File: src/hw/rtl/cgtg_pkg.sv
`timescale 1ns / 1ps
`default_nettype none

package cgtg_pkg;

  localparam int CFG_W   = 8;
  localparam int IDX_W   = 2;
  localparam int ITEM_W  = 27;
  localparam int INDEX_W = 26;
  localparam int KIND_W  = 2;

  typedef enum logic [KIND_W-1:0] {
    KIND_CELL,
    KIND_XFACE,
    KIND_YFACE,
    KIND_ZFACE
  } kind_t;

  typedef enum logic [IDX_W-1:0] {
    REG_CELLS_X,
    REG_CELLS_Y,
    REG_CELLS_Z,
    REG_PLANAR
  } reg_index_t;

  typedef enum logic [2:0] {
    ST_IDLE,
    ST_MUL1,
    ST_SUM,
    ST_MUL2,
    ST_OFS,
    ST_OUT
  } state_t;

  typedef struct packed {
    logic load;
    logic mul1;
    logic sum;
    logic mul2;
    logic ofs;
    logic finish;
  } cmd_t;

  typedef struct packed {
    logic out_free;
  } status_t;

endpackage

`default_nettype wire

File: src/hw/rtl/cgtg_cfg.sv
`timescale 1ns / 1ps
`default_nettype none

module cgtg_cfg #(
  parameter int MAX_CELLS_PER_AXIS = 255,
  localparam int DW = $clog2(MAX_CELLS_PER_AXIS + 2)
) (
  input  wire logic                      clk,
  input  wire logic                      rst,
  input  wire logic                      cfg_write,
  input  wire logic [cgtg_pkg::IDX_W-1:0] cfg_index,
  input  wire logic [cgtg_pkg::CFG_W-1:0] cfg_data,
  output logic      [DW-1:0]             nx,
  output logic      [DW-1:0]             ny,
  output logic      [DW-1:0]             nz,
  output logic                           planar
);
  import cgtg_pkg::*;

  logic [CFG_W-1:0] cells_x;
  logic [CFG_W-1:0] cells_y;
  logic [CFG_W-1:0] cells_z;
  logic             planar_mode;

  function automatic logic [DW-1:0] clamp_dim(input logic [CFG_W-1:0] v);
    logic [DW-1:0] d;
    if (v == '0) begin
      d = DW'(1);
    end else if (int'(v) > MAX_CELLS_PER_AXIS) begin
      d = DW'(MAX_CELLS_PER_AXIS);
    end else begin
      d = DW'(v);
    end
    return d;
  endfunction

  always_ff @(posedge clk) begin
    if (rst) begin
      cells_x     <= CFG_W'(1);
      cells_y     <= CFG_W'(1);
      cells_z     <= CFG_W'(1);
      planar_mode <= 1'b0;
    end else if (cfg_write) begin
      unique case (reg_index_t'(cfg_index))
        REG_CELLS_X: cells_x <= cfg_data;
        REG_CELLS_Y: cells_y <= cfg_data;
        REG_CELLS_Z: cells_z <= cfg_data;
        REG_PLANAR:  planar_mode <= cfg_data[0];
        default:     ;
      endcase
    end
  end

  // In planar mode the grid is one cell deep.
  always_comb begin
    nx     = clamp_dim(cells_x);
    ny     = clamp_dim(cells_y);
    nz     = planar_mode ? DW'(1) : clamp_dim(cells_z);
    planar = planar_mode;
  end

endmodule

`default_nettype wire

File: config.mk
export PLATFORM = sky130hd
export DESIGN_NAME = cgtg_cfg
export DESIGN_NICKNAME = d
export VERILOG_FILES = /design/src/hw/rtl/cgtg_pkg.sv /design/src/hw/rtl/cgtg_cfg.sv
export SDC_FILE = /design/constraint.sdc
export NUM_CORES = 1
export LEC_CHECK = 0
export BUFFER_PORTS_ARGS = -buffer_cell sky130_fd_sc_hd__clkbuf_2
export CAP_MARGIN = 20
export CORE_MARGIN = 5
export CORE_UTILIZATION = 49
export CTS_BUF_LIST = sky130_fd_sc_hd__clkbuf_16
export DETAILED_ROUTE_END_ITERATION = 7
export HOLD_SLACK_MARGIN = 0.03
export MAX_ROUTING_LAYER = met4
export PLACE_DENSITY_LB_ADDON = 0.1
export SYNTH_ARGS = -nofsm -noshare
export SYNTH_HDL_FRONTEND = slang
export SYNTH_SLANG_ARGS = --single-unit
File: constraint.sdc
create_clock -name clk -period 1.18 [get_ports clk]
set_clock_uncertainty 0.1 [all_clocks]
set_input_delay 0.236 -clock clk [delete_from_list [all_inputs] [get_ports clk]]
set_output_delay 0.236 -clock clk [all_outputs]
set_load 0.02 [all_outputs]
; ---- Word level (Yosys, flattened, before mapping)
; Cells that the tools add are included.
[op_classes]
reduce_logical = 8
mux = 4
n_eq_ne = 3
[ops]
columns = operator, count
row1 = logical NOT 8 bit, 3
row2 = two-way mux 8 bit, 3
row3 = two-way mux 9 bit, 1
row4 = AND reduction 2 bit, 4
row5 = equality test 2 bit (second input constant), 2
row6 = equality test 2 x 1 -> 1 bit (second input constant), 1
row7 = logical NOT 2 bit, 1
[totals]
register_bits = 25
in_bits = 13
output_inout_bits = 28
word_cells = 19

; ---- Logic depth before layout (Yosys ltp)
[logic_depth]
depth_word = 3
depth_mapped = 3
mapped_depth_nobuf = 2

; ---- Worst setup path after synthesis
; OpenSTA, ideal clock, no wires.
[synth_path]
path_kind = reg2out
startpoint = register planar_mode, in the netlist planar
endpoint = output nz[0]
arrival_ps = 808
t_required_ps = 844
path_buffers = 0
setup_slack_ps = 36
path_stages_with_launch = 2
cell_sequence = dfxtp_1 -> a211o_1
[synth_via]
elab_chain_cells = 1
[synth_lines]
columns = item, line
row1 = from (decl), cgtg_cfg.sv:23  ; logic planar_mode;
row2 = from (signal assigned), cgtg_cfg.sv:48  ; REG_PLANAR: planar_mode <= cfg_data[0];
row3 = two-way mux 9 bit, cgtg_cfg.sv:58  ; nz = planar_mode ? DW'(1) : clamp_dim(cells_z);
row4 = to (decl), cgtg_cfg.sv:15  ; output logic [DW-1:0] nz,
; Every way passes these cells.

; ---- Worst setup path after layout
[layout_path]
startpoint = register cells_z[2]
endpoint = output nz[0]
[layout_via]
elab_chain_cells = 3
[layout_lines]
columns = item, line
row1 = from (decl), cgtg_cfg.sv:22  ; logic [CFG_W-1:0] cells_z;
row2 = from (signal assigned), cgtg_cfg.sv:47  ; REG_CELLS_Z: cells_z <= cfg_data;
row3 = logical NOT 8 bit, cgtg_cfg.sv:27  ; if (v == '0) begin
row4 = two-way mux 8 bit, cgtg_cfg.sv:27
row5 = two-way mux 9 bit, cgtg_cfg.sv:58
; Every way passes these cells.

==> results.md <==
* Tot Pwr at 1.98 mW
* Failing checks: negative setup slack
* H-tree depth at 1
* GPL Wtd Cong at 0.789
* Max Cap Viol at 0
* WL per Instance at 15.0 um
* CP startpoint kind: register
* Clock Latency Late Sink at 0.25 ns
* Most frequent cells in the layout: 30 x nand2b_1, 25 x mux2i_1, 21 x buf_6
* Total GRT Usage at 0.190
* Final ANT Viol Nets at 0
* Worst EP required at 0.84 ns
* Final setup fails at 12
* 1st-iter DRT viols at 20
* Initial antenna violation count at 0
* I/O Pins at 41
* Power density cells at 1000 mW/mm^2
* Number of detailed-route iterations in the first pass at 4
* Rows at 18
* # placed instances at 197
* Sequential area share after synthesis at 0.411
* CTS tree: built
* Total global routing overflow at 0
* Antenna cells at 0
* RSZ-0062 raised after global routing: true
* Hold_buf cts at 0
* P_leak at 0.924 nW
* Layout Nets at 188
* Synthesized area at 0.00122 mm^2
* Setup TNS at -1.97 ns
* Core Box Area at 0.00243 mm^2
* Ratio of cells with drive above 1 in the final layout at 0.523
* First-pass GRT wire length at 4.99 mm
* Synthesis Warnings at 0
* Non-filler cells, final at 204
* Fin crit share at 1.28
* Fin util at 0.811
* Setup CP Type: reg2out
* Vias at 1,017
* Final setup margin at -0.328 ns
* DP Wirelength at 2.12 mm
* CTS Sinks at 25
* Synth Area per Inst at 9.36 um^2
* Die area at 0.00358 mm^2
* Crit path max fanout at 2
* Crit path capture type: primary output
* Initial Util at 0.501
* PortBufs at 37
* Arr. time, crit path at 1.17 ns
* CTS Buf Count at 3
* Fin. Hold Viols at 0
* Detailed Route WL at 3.06 mm
* Number of cells produced by synthesis at 130
* Unique cell type count in the Yosys netlist at 19
* Outcome: finished, violations left
* Fmax at 0.663 GHz
* Most common cell after layout, fill and taps aside: nand2b_1
* Area delta synth->final at 62.0%
* Die W at 59.8 um
* Clock slew at reported path FFs at 0.06 ns
* Via-to-Cell Ratio at 4.99
* Hold_ws at 0.166 ns
* Die Ht at 59.8 um
* Worst vdd ir at 1.01 mV
* Hold Path Class: in2reg
* Yosys reg bits at 25
* CTS Root Cell: clkbuf_16
* Vias in the first global route at 1,062
* Tmin final at 1.51 ns
* Max-slew violations at 0
* Largest net degree at the start of global routing at 25
* Post-route DRC at 0
* Clock Path Buffers at 2
[worst max-delay path, cell delays in order, from the launching register on]
cell and delay (ns):
dfxtp_2 0.33, nor4_2 0.28, a211o_1 0.17, clkbuf_8 0.14
[power by group]
group | internal (mW) | leakage (nW) | switching (mW)
clock network | 0.451 | 0.0423 | 0.262
registers | 0.872 | 0.211 | 0.0285
logic | 0.204 | 0.671 | 0.160
total | 1.53 | 0.924 | 0.450
[metrics by stage]
| step | cell area, um^2 | setup WS (ns) |
|---|---|---|
| after floorplan | 1220 | 0.0357 |
| after global placement | 1520 | -0.0741 |
| after detailed placement | 1520 | -0.0768 |
| after CTS | 1780 | -0.309 |
| after global routing | 1970 | -0.382 |
| final | 1970 | -0.328 |
[cells in the mapped netlist]
library cell,number,area share
nand3b_1,2,0.012
nor2_1,4,0.012
nor4_1,3,0.015
nand3_1,1,0.0041
buf_6,1,0.0092
clkbuf_1,17,0.052
and3b_2,1,0.0082
nor3b_2,1,0.010
mux2i_1,25,0.21
a21o_1,2,0.012
a211o_1,1,0.0072
nand2b_1,30,0.15
nor3_1,3,0.012
conb_1,1,0.0031
buf_4,3,0.018
buf_2,2,0.0082
dfxtp_1,25,0.41
or3b_1,1,0.0072
nor2b_1,7,0.036
[metal layers]
layer,track usage,vias up,share of wire
met5,-,-,0
met4,0.0601,0,0.020
met3,0.0259,8,0.039
met2,0.324,27,0.54
met1,0.230,480,0.40
li1,-,502,-
[kinds of logic (layout without fill, tap and decap cells)]
family	count (synthesis)	count (layout)	share of synthesized area
buffers and inverters	23	65	0.0884
other	1	3	0.00308
DFF	25	25	0.411
and+or+nand+nor	53	53	0.272
muxes	25	25	0.206
AOI/OAI and AO/OA	3	3	0.0195
[cell type report]
class | instances | area, um^2
Multi-Input combinational cell | 84 | 706
Clock buffer | 3 | 75.1
Clock inverter | 1 | 3.75
Tap cell | 30 | 37.5
Fill cell | 149 | 460
Sequential cell | 25 | 529
Timing Repair Buffer | 61 | 621
[what timing repair did]
action,in CTS,in global routing
pin swaps,4,4
setup endpoints to repair,17,21
resized for setup,51,63
buffers inserted,1,7
[final timing paths]
kind | start | end | slack, ns | cells after the start
setup / recovery | cells_z[2] | nz[0] | -0.33 | 3
hold reg to reg | cells_z[1] | cells_z[1] | 0.39 | 2
hold / removal | cfg_data[0] | planar | 0.17 | 3
setup reg to reg | cells_x[3] | cells_x[3] | 0.24 | 4
[registers in the layout, summed over array words and instances (netlist names)]
| register | cells |
|---|---|
| cells_x | 8 |
| cells_z | 8 |
| cells_y | 8 |
| planar | 1 |
No activity file was read; power rests on OpenSTA's default activity.
