===== config.mk =====
export PLATFORM = sky130hd
export DESIGN_NAME = cgtg_ctrl
export DESIGN_NICKNAME = d
export VERILOG_FILES = /design/src/hw/rtl/cgtg_pkg.sv /design/src/hw/rtl/cgtg_ctrl.sv
export SDC_FILE = /design/constraint.sdc
export NUM_CORES = 1
export LEC_CHECK = 0
export BUFFER_PORTS_ARGS = -buffer_cell sky130_fd_sc_hd__buf_2
export CAP_MARGIN = 15
export CORE_AREA = 5 5 42 44
export CTS_CLUSTER_SIZE = 10
export DETAILED_ROUTE_END_ITERATION = 12
export DIE_AREA = 0 0 47 49
export SLEW_MARGIN = 0
export SYNTH_ARGS = -nofsm -noshare
export SYNTH_HDL_FRONTEND = slang
export SYNTH_SLANG_ARGS = --single-unit

===== constraint.sdc =====
create_clock -name clk -period 2.2 [get_ports clk]
set_input_delay 0.44 -clock clk [delete_from_list [all_inputs] [get_ports clk]]
set_output_delay 0.44 -clock clk [all_outputs]
set_load 0.01 [all_outputs]

===== src/hw/rtl/cgtg_pkg.sv =====
`timescale 1ns / 1ps
`default_nettype none

package cgtg_pkg;

  localparam int CFG_W   = 8;
  localparam int IDX_W   = 2;
  localparam int ITEM_W  = 27;
  localparam int INDEX_W = 26;
  localparam int KIND_W  = 2;

  typedef enum logic [KIND_W-1:0] {
    KIND_CELL,
    KIND_XFACE,
    KIND_YFACE,
    KIND_ZFACE
  } kind_t;

  typedef enum logic [IDX_W-1:0] {
    REG_CELLS_X,
    REG_CELLS_Y,
    REG_CELLS_Z,
    REG_PLANAR
  } reg_index_t;

  typedef enum logic [2:0] {
    ST_IDLE,
    ST_MUL1,
    ST_SUM,
    ST_MUL2,
    ST_OFS,
    ST_OUT
  } state_t;

  typedef struct packed {
    logic load;
    logic mul1;
    logic sum;
    logic mul2;
    logic ofs;
    logic finish;
  } cmd_t;

  typedef struct packed {
    logic out_free;
  } status_t;

endpackage

`default_nettype wire


===== src/hw/rtl/cgtg_ctrl.sv =====
`timescale 1ns / 1ps
`default_nettype none

module cgtg_ctrl (
  input  wire logic              clk,
  input  wire logic              rst,
  input  wire logic              in_valid,
  output logic                   in_ready,
  input  wire cgtg_pkg::status_t status,
  output cgtg_pkg::cmd_t         cmd
);
  import cgtg_pkg::*;

  state_t state;
  state_t state_next;

  always_ff @(posedge clk) begin
    if (rst) begin
      state <= ST_IDLE;
    end else begin
      state <= state_next;
    end
  end

  always_comb begin
    state_next = state;
    unique case (state)
      ST_IDLE: if (in_valid) state_next = ST_MUL1;
      ST_MUL1: state_next = ST_SUM;
      ST_SUM:  state_next = ST_MUL2;
      ST_MUL2: state_next = ST_OFS;
      ST_OFS:  state_next = ST_OUT;
      ST_OUT:  if (status.out_free) state_next = ST_IDLE;
      default: state_next = ST_IDLE;
    endcase
  end

  always_comb begin
    cmd      = '0;
    in_ready = 1'b0;
    unique case (state)
      ST_IDLE: begin
        in_ready = 1'b1;
        cmd.load = in_valid;
      end
      ST_MUL1: cmd.mul1 = 1'b1;
      ST_SUM:  cmd.sum = 1'b1;
      ST_MUL2: cmd.mul2 = 1'b1;
      ST_OFS:  cmd.ofs = 1'b1;
      ST_OUT:  cmd.finish = status.out_free;
      default: ;
    endcase
  end

endmodule

`default_nettype wire


# == Word level (Yosys, flattened, before mapping) ==
# Cells that the tools add are included.
# word_totals
register_bits,3
input_bits,4
output_inout_bits,7
word_cells,20
# op_classes
eq_ne,7
n_mux,10
reduce_logical,2
# ops
operator,n
$pmux 3 s6,1
$mux 1,7
$eq 3x2->1 const B,2
$eq 3x3->1 const B,2
$mux 3,2
$ne 2x2->1 const B,2
$eq 3x1->1 const B,1
$logic_not 3->1,1
$reduce_and 2->1,1

# == Logic depth before layout (Yosys ltp) ==
# Gate-level depths: netlist of run 1.
# logic_depth
ltp_word,3
ltp_mapped,4
ltp_nobuf,3

# == Worst setup path after synthesis of run 1 ==
# Ideal clock, no wire load.
# synth_path
kind,register to output
from,reg state[1]
to,out cmd[5] (netlist bit)
arrival_ns,0.868
t_required_ns,1.760
path_slack_ns,0.892
stages_incl_launch_ff,4
n_path_buf,1
cell_sequence,dfxtp_1 > buf_4 > nor3_2 > and2_1
# synth_lines
element,line,text
from (decl),cgtg_ctrl.sv:14,state_t state;
from (signal assigned),cgtg_ctrl.sv:21,state <= state_next;
to (decl),cgtg_ctrl.sv:10,output cgtg_pkg::cmd_t cmd

==> metrics.md, run 1 <==
| Metric | Value |
|---|---|
| Height of the die | `about 49 um` |
| Most frequent cells in the layout | `10 x buf_2, 4 x nor2_1, 3 x clkbuf_4, 3 x dfxtp_1` |
| Hold_buf cts | `0` |
| DR vias/cell | `around 3.7` |
| Seq/Total Area, Yosys | `31.0%` |
| # nets final | `40` |
| Largest net degree at the start of global routing | `10` |
| Setup crit start kind | `flop` |
| Vias in the first global route | `~200` |
| DRC | `0` |
| Clk slew on worst S/H paths | `roughly 0.04 ns` |
| Max Clk Rate | `~650 MHz` |
| YS warnings | `0` |
| Layout cells sized above 1 | `between 40% and 50%` |
| Hold wc startpoint | `rst` |
| Ratio of final minimum period to clock period | `between 70 and 80%` |
| Max Slew Vio Count | `0` |
| R2r endpoint | `state[2]` |
| WS Path Type | `reg2out` |
| Mapped Nets | `27` |
| Clk buf depth | `2` |
| # diodes | `0` |
| Post-Layout Cell Count | `approximately 50` |
| Worst path arrival time | `around 1.1 ns` |
| Routed len/inst | `roughly 9 um` |
| CP Capture Type | `output pin` |
| Critical Path RT | `~1.8 ns` |
| DR pass1 iterations | `2` |
| Number of I/O pins | `11` |
| Peak supply drop | `0.000175 V` |
| Clock Skew | `~0.0024 ns` |
| I/O Buffers | `10` |
| Post-cts sizing count | `0` |
| Post-detail-place hpwl | `about 340 um` |
| Hold Vio Cnt, Final | `0` |
| Area grow syn2layout | `41.9%` |
| Sink Count | `3` |
| Synth Area per Inst | `around 8.4 um2` |
| Worst-path fanout max | `8` |
| Slew @ Worst Pin | `roughly 0.32 ns` |
| Unrepaired setup endpoints after global routing | `no` |
| Mapped Area | `slightly below 200 um2` |
| Worst min-delay path category | `in2reg` |
| Final Wtd Congestion | `between 0.6 and 0.7` |
| Max reg flops | `3` |
| #FFs+latches synth | `3` |
| Inst Count DP | `47` |
| Drt first-iter violations | `1` |
| Initial antenna violation count | `0` |
| Setup TNS | `0 ns` |
| R2r startpoint | `state[1]` |
| Worst-skew pair later-pin latency | `between 0.2 and 0.25 ns` |
| Most flops, register | `state` |
| Antenna Violating Nets Remaining | `0` |
| Post-Synthesis Cells | `23` |
| First-pass GRT wire length | `745 um` |
| CP startpoint | `state[2]` |
| Grt ovf | `0` |
| Final setup viols | `0` |
| Crit path to | `cmd[5]` |
| Fill cells | `roughly 170` |
| Number of cell rows | `14` |
| Vias after detailed routing | `190` |
| Die Width | `47 um` |
| Fin Hold WS | `approximately 0.40 ns` |
| Pwr Density | `around 830 mW/mm2` |
| Root Buffer Master | `clkbuf_4` |
| Initial Util | `13.8%` |
| Internal reg-to-reg setup slack | `~1.2 ns` |
| Std-Cell Core Area | `0.00140 mm2` |
| MaxCap Viol Count | `0` |
| CTS tree | `yes` |
| Setup bufs post-CTS | `0` |
| Worst rel slew slack | `slightly below 80%` |
| Pre-CTS setup slack | `slightly below 0.9 ns` |
| Total CTS buffers | `3` |
| Drt total wl | `about 450 um` |
| Biggest regs | `state (3)` |
| Die area | `between 0.002 and 0.0025 mm2` |
| Commonest non-fill, non-tap cell in the layout | `buf_2` |
| Total track usage | `under 10%` |
| Status | `complete, no violations` |
| Worst reg2reg path depth | `3` |
| Setup slack after layout | `between 0.6 and 0.7 ns` |
| LEAKAGE | `~0.00014 uW` |
| Post-layout min period | `1.55 ns` |
| Synth unique cells | `15` |
| Final core utilization | `19.6%` |
| H-tree depth | `1` |
==> where the power goes <==
part | switching [uW] | total [uW] | internal [uW]
registers | 15.0 | 75.9 | 60.9
clock network | 30.1 | 98.2 | 68.1
logic | 23.3 | 53.1 | 29.7
total | 68.4 | 227 | 159
==> cell families after synthesis <==
kind of cell           count (synthesis)  synth area share (%)
buffers and inverters                  2                  7.74
AND/OR/NAND/NOR                       13                  40.6
AO/OA/AOI/OAI                          4                  16.1
XOR/XNOR                               1                  4.52
flip-flops                             3                  31.0
==> per-layer routing <==
| layer | track usage (%) | up-vias | wire [um] |
|---|---|---|---|
| met5 | 0 | - | 0 |
| met4 | 8.29 | 0 | 20 |
| met3 | 1.11 | 2 | 33 |
| met2 | 5.20 | 8 | 184 |
| met1 | 5.69 | 80 | 211 |
| li1 | - | 100 | - |
==> per-stage QoR <==
step                power, uW  area, um2
CTS                       233        275
global route              246        275
global placement          130        249
finish                    227        275
detailed placement        131        249
floorplan                 116        194
==> critical path: stages (launching register included) <==
cell     delay [ns]
dfxtp_1        0.50
nor3_2         0.09
and2_1         0.16
buf_2          0.13
==> cells in the mapped netlist <==
| cell | n | area share [%] |
|---|---|---|
| nor3_1 | 1 | 2.6 |
| buf_4 | 2 | 7.7 |
| nand2b_4 | 1 | 7.1 |
| xnor2_1 | 1 | 4.5 |
| o21ba_1 | 1 | 5.2 |
| dfxtp_1 | 3 | 31 |
| nor3_2 | 1 | 5.2 |
| nor3b_1 | 2 | 7.7 |
| nor2_1 | 4 | 7.7 |
| nand2_1 | 2 | 3.9 |
| o21bai_1 | 1 | 3.9 |
| and3_1 | 1 | 3.2 |
| a21oi_1 | 1 | 2.6 |
| and2_1 | 1 | 3.2 |
| a21oi_2 | 1 | 4.5 |
==> area by class of cell <==
class / instances / area [um2] / share of cell area (%)
multi-input cells: 18 / 119 / 43.2
clock buffers: 4 / 26.3 / 9.55
well taps: 16 / 20.0 / 7.27
flip-flops and latches: 3 / 60.1 / 21.8
repair buffers: 10 / 50.0 / 18.2
==> worst min path at each step <==
stage / depth (start not counted) / to / slack (ns)
floorplan: 1 / state[1] / 0.52
global placement: 1 / state[1] / 0.62
detailed placement: 2 / state[1] / 0.64
CTS: 2 / state[1] / 0.39
global route: 2 / state[1] / 0.41
finish: 2 / state[1] / 0.40
(Power assumes the default switching activity.)
==> inputs of run 2 (changes only) <==
--- a/config.mk
+++ b/config.mk
@@ -5,6 +5,7 @@
 export SDC_FILE = /design/constraint.sdc
 export NUM_CORES = 1
 export LEC_CHECK = 0
+export ABC_AREA = 1
 export BUFFER_PORTS_ARGS = -buffer_cell sky130_fd_sc_hd__buf_2
 export CAP_MARGIN = 15
 export CORE_AREA = 5 5 42 44
==> constraint.sdc (replaced) <==
create_clock -name clk -period 1.5 [get_ports clk]
set_input_delay 0.3 -clock clk [delete_from_list [all_inputs] [get_ports clk]]
set_output_delay 0.3 -clock clk [all_outputs]
set_load 0.01 [all_outputs]
==> metrics.md, run 2 <==
| Metric | Value |
|---|---|
| Status | `complete, no violations` |
| Largest net degree at the start of global routing | `9` |
| I/O Buffers | `10` |
| Post-Layout Cell Count | `59` |
| Area grow syn2layout | `43.4%` |
| Clk pwr share | `43.5%` |
| Critical Path RT | `1.20 ns` |
| H-tree depth | `1` |
| P_sw | `between 100 and 150 uW` |
| #FFs+latches synth | `3` |
| LEAKAGE | `0.000165 uW` |
| Most frequent cells in the layout | `10 x buf_2, 7 x inv_1, 4 x nand3_1` |
| Adder-cell share of the synthesized area | `0%` |
| Synth Area per Inst | `between 6 and 7 um2` |
| Setup TNS | `0 ns` |
| Slew @ Worst Pin | `0.206 ns` |
| Peak supply drop | `0.000286 V` |
| Vias after detailed routing | `between 200 and 250` |
| Critical Path, Cell by Cell | `inv_2 > nand3_1 > nor2_1 > buf_2` |
| Initial Util | `roughly 14%` |
| Commonest non-fill, non-tap cell in the layout | `buf_2` |
| Drt first-iter violations | `1` |
| Hold_buf cts | `0` |
| Post-layout min period | `approximately 1.3 ns` |
| CTS tree | `yes` |
| Die Width | `approximately 47 um` |
| Power Internal | `about 220 uW` |
| Clock Skew | `0.00373 ns` |
| Biggest regs | `state (3)` |
| First-pass GRT wire length | `around 950 um` |
| Synth unique cells | `16` |
| Final setup viols | `0` |
| Yosys top cell area share | `roughly 30%` |
| Initial antenna violation count | `0` |
| Sink Count | `3` |
| Root Buffer Master | `clkbuf_4` |
| DR pass1 iterations | `2` |
| Worst rel slew slack | `~86%` |
| Number of I/O pins | `11` |
| EDFF count, synth | `0` |
| # diodes | `0` |
| Max Slew Vio Count | `0` |
| Post-detail-place hpwl | `around 400 um` |
| DRC | `0` |
| Worst path arrival time | `approximately 1 ns` |
| Worst-path fanout max | `5` |
| Top cells by instance count after synthesis | `7 x inv_1, 4 x nand3_1, 3 x dfxtp_1, 3 x nor2_1, 2 x inv_2` |
| Total track usage | `under 10%` |
| Combinational Power Share | `between 20 and 30%` |
| Drt total wl | `493 um` |
| Clk buf depth | `2` |
| Post-Synthesis Cells | `30` |
| Worst min-delay path category | `in2reg` |
| Synth area leaders | `dfxtp_1 30%, inv_1 13%, nand3_1 10%` |
| Fill cells | `173` |
| Sequential share of power | `31.5%` |
| Routed len/inst | `~8.4 um` |
| Async set-reset flop share out of synthesis | `0%` |
| Worst-skew pair later-pin latency | `0.23 ns` |
| Final Wtd Congestion | `0.618` |
| Clk slew on worst S/H paths | `roughly 0.04 ns` |
| Mapped Nets | `34` |
| Register area | `about 60 um2` |
| Largest family of logic cells by synthesized area | `simple AND/OR/NAND/NOR gates` |
| Setup crit start kind | `flop` |
| Slowest stage delay, CP | `approximately 0.35 ns` |
| Most frequent cell after synthesis | `inv_1` |
| Post-synthesis compound-gate area fraction | `12.6%` |
| Height of the die | `49 um` |
| CP max stage cell | `dfxtp_1` |
| Max reg flops | `3` |
| Std-Cell Core Area | `between 0.001 and 0.0015 mm2` |
| Multi-input logic area | `93.8 um2` |
| Synth area leader | `dfxtp_1` |
| CP Capture Type | `output pin` |
| Vias in the first global route | `around 240` |
| MaxCap Viol Count | `0` |
| Total CTS buffers | `3` |
| Seq/Total Area, Yosys | `between 30% and 40%` |
| Setup slack after layout | `approximately 0.18 ns` |
| Hold Vio Cnt, Final | `0` |
| WS Path Type | `reg2out` |
| Sw frac | `a little under a third` |
| Mapped Area | `roughly 200 um2` |
| Main synth FF type | `dfxtp_1` |
| Synth Area in XOR/XNOR | `0%` |
| # nets final | `48` |
| Die area | `0.00230 mm2` |
| CP delay by family, top | `flip-flops` |
| Most flops, register | `state` |
| YS warnings | `0` |
| Layout cells sized above 1 | `a little under half` |
| Pwr Density | `~1100 mW/mm2` |
| Setup bufs post-CTS | `0` |
| Pre-CTS setup slack | `around 0.33 ns` |
| Antenna Violating Nets Remaining | `0` |
| Post-synthesis simple-gate area fraction | `about a third` |
| Max Clk Rate | `760 MHz` |
| Post-synthesis mux area share | `0%` |
| Number of cell rows | `14` |
| Inst Count DP | `55` |
| Grt ovf | `0` |
| Ratio of final minimum period to clock period | `a little under 90%` |
| Unrepaired setup endpoints after global routing | `no` |
| DR vias/cell | `between 3 and 4` |
| Crit path buf inv count | `2` |
| Post-cts sizing count | `0` |
-- run 2: changes by cell type after synthesis, moves of 2 or more --
cell / delta
nand3_1: +4
inv_2: +2
inv_1: +7
buf_4: -2
nor3b_1: -2
-- run 2: cell families after synthesis --
family,count (synthesis)
buffers and inverters,10
flip-flops,3
AO/OA/AOI/OAI,4
AND/OR/NAND/NOR,13
-- run 2: layout make-up --
type                            instances  area share (%)
Timing Repair Buffer                   10            17.5
Inverter                                9            11.8
Sequential cell                         3            21.5
Tap cell                               16            7.02
Multi-Input combinational cell         17            32.9
Clock buffer                            4            9.21
-- run 2: power groups by stage --
stage | Combinational (uW) | Sequential [uW] | Clock (uW)
2_1_floorplan | 58.9 | 98.3 | 0
3_3_place_gp | 82.9 | 102 | 0
3_5_place_dp | 83.2 | 103 | 0
4_1_cts | 83.5 | 102 | 151
5_1_grt | 93.8 | 103 | 155
6_report | 81.1 | 102 | 141
-- run 2: worst paths after layout --
path              cells after the start     start       end  slack [ns]
setup / recovery                      4  state[1]    cmd[0]        0.18
hold / removal                        2       rst  state[1]        0.26
setup reg to reg                      5  state[1]  state[0]        0.58
hold reg to reg                       2  state[0]  state[2]        0.56
-- run 2: stage by stage --
| step | hold slack, ns | util, % | area, um2 | power [uW] |
|---|---|---|---|---|
| after floorplan | 0.362 | - | 199 | 157 |
| after global placement | 0.499 | 18.4 | 258 | 185 |
| after detailed placement | 0.502 | 18.4 | 258 | 186 |
| after CTS | 0.251 | 20.3 | 284 | 336 |
| after global routing | 0.273 | 20.4 | 285 | 353 |
| final | 0.260 | 20.4 | 285 | 324 |
-- run 2: routing by layer --
layer  track usage [%]  up-vias  routed length (um)
met5                 0        -                   0
met4              4.15        0                   0
met3              4.80        0                  73
met2              6.33        8                 207
met1              7.47       88                 212
li1                  -      119                   -
-- run 2: worst reg2reg max path, stage by stage (launching register included) --
cell and delay [ns]:
dfxtp_1 0.42, inv_2 0.08, nand3_1 0.10, nor2_1 0.05, o21ai_1 0.12, nor2_1 0.05
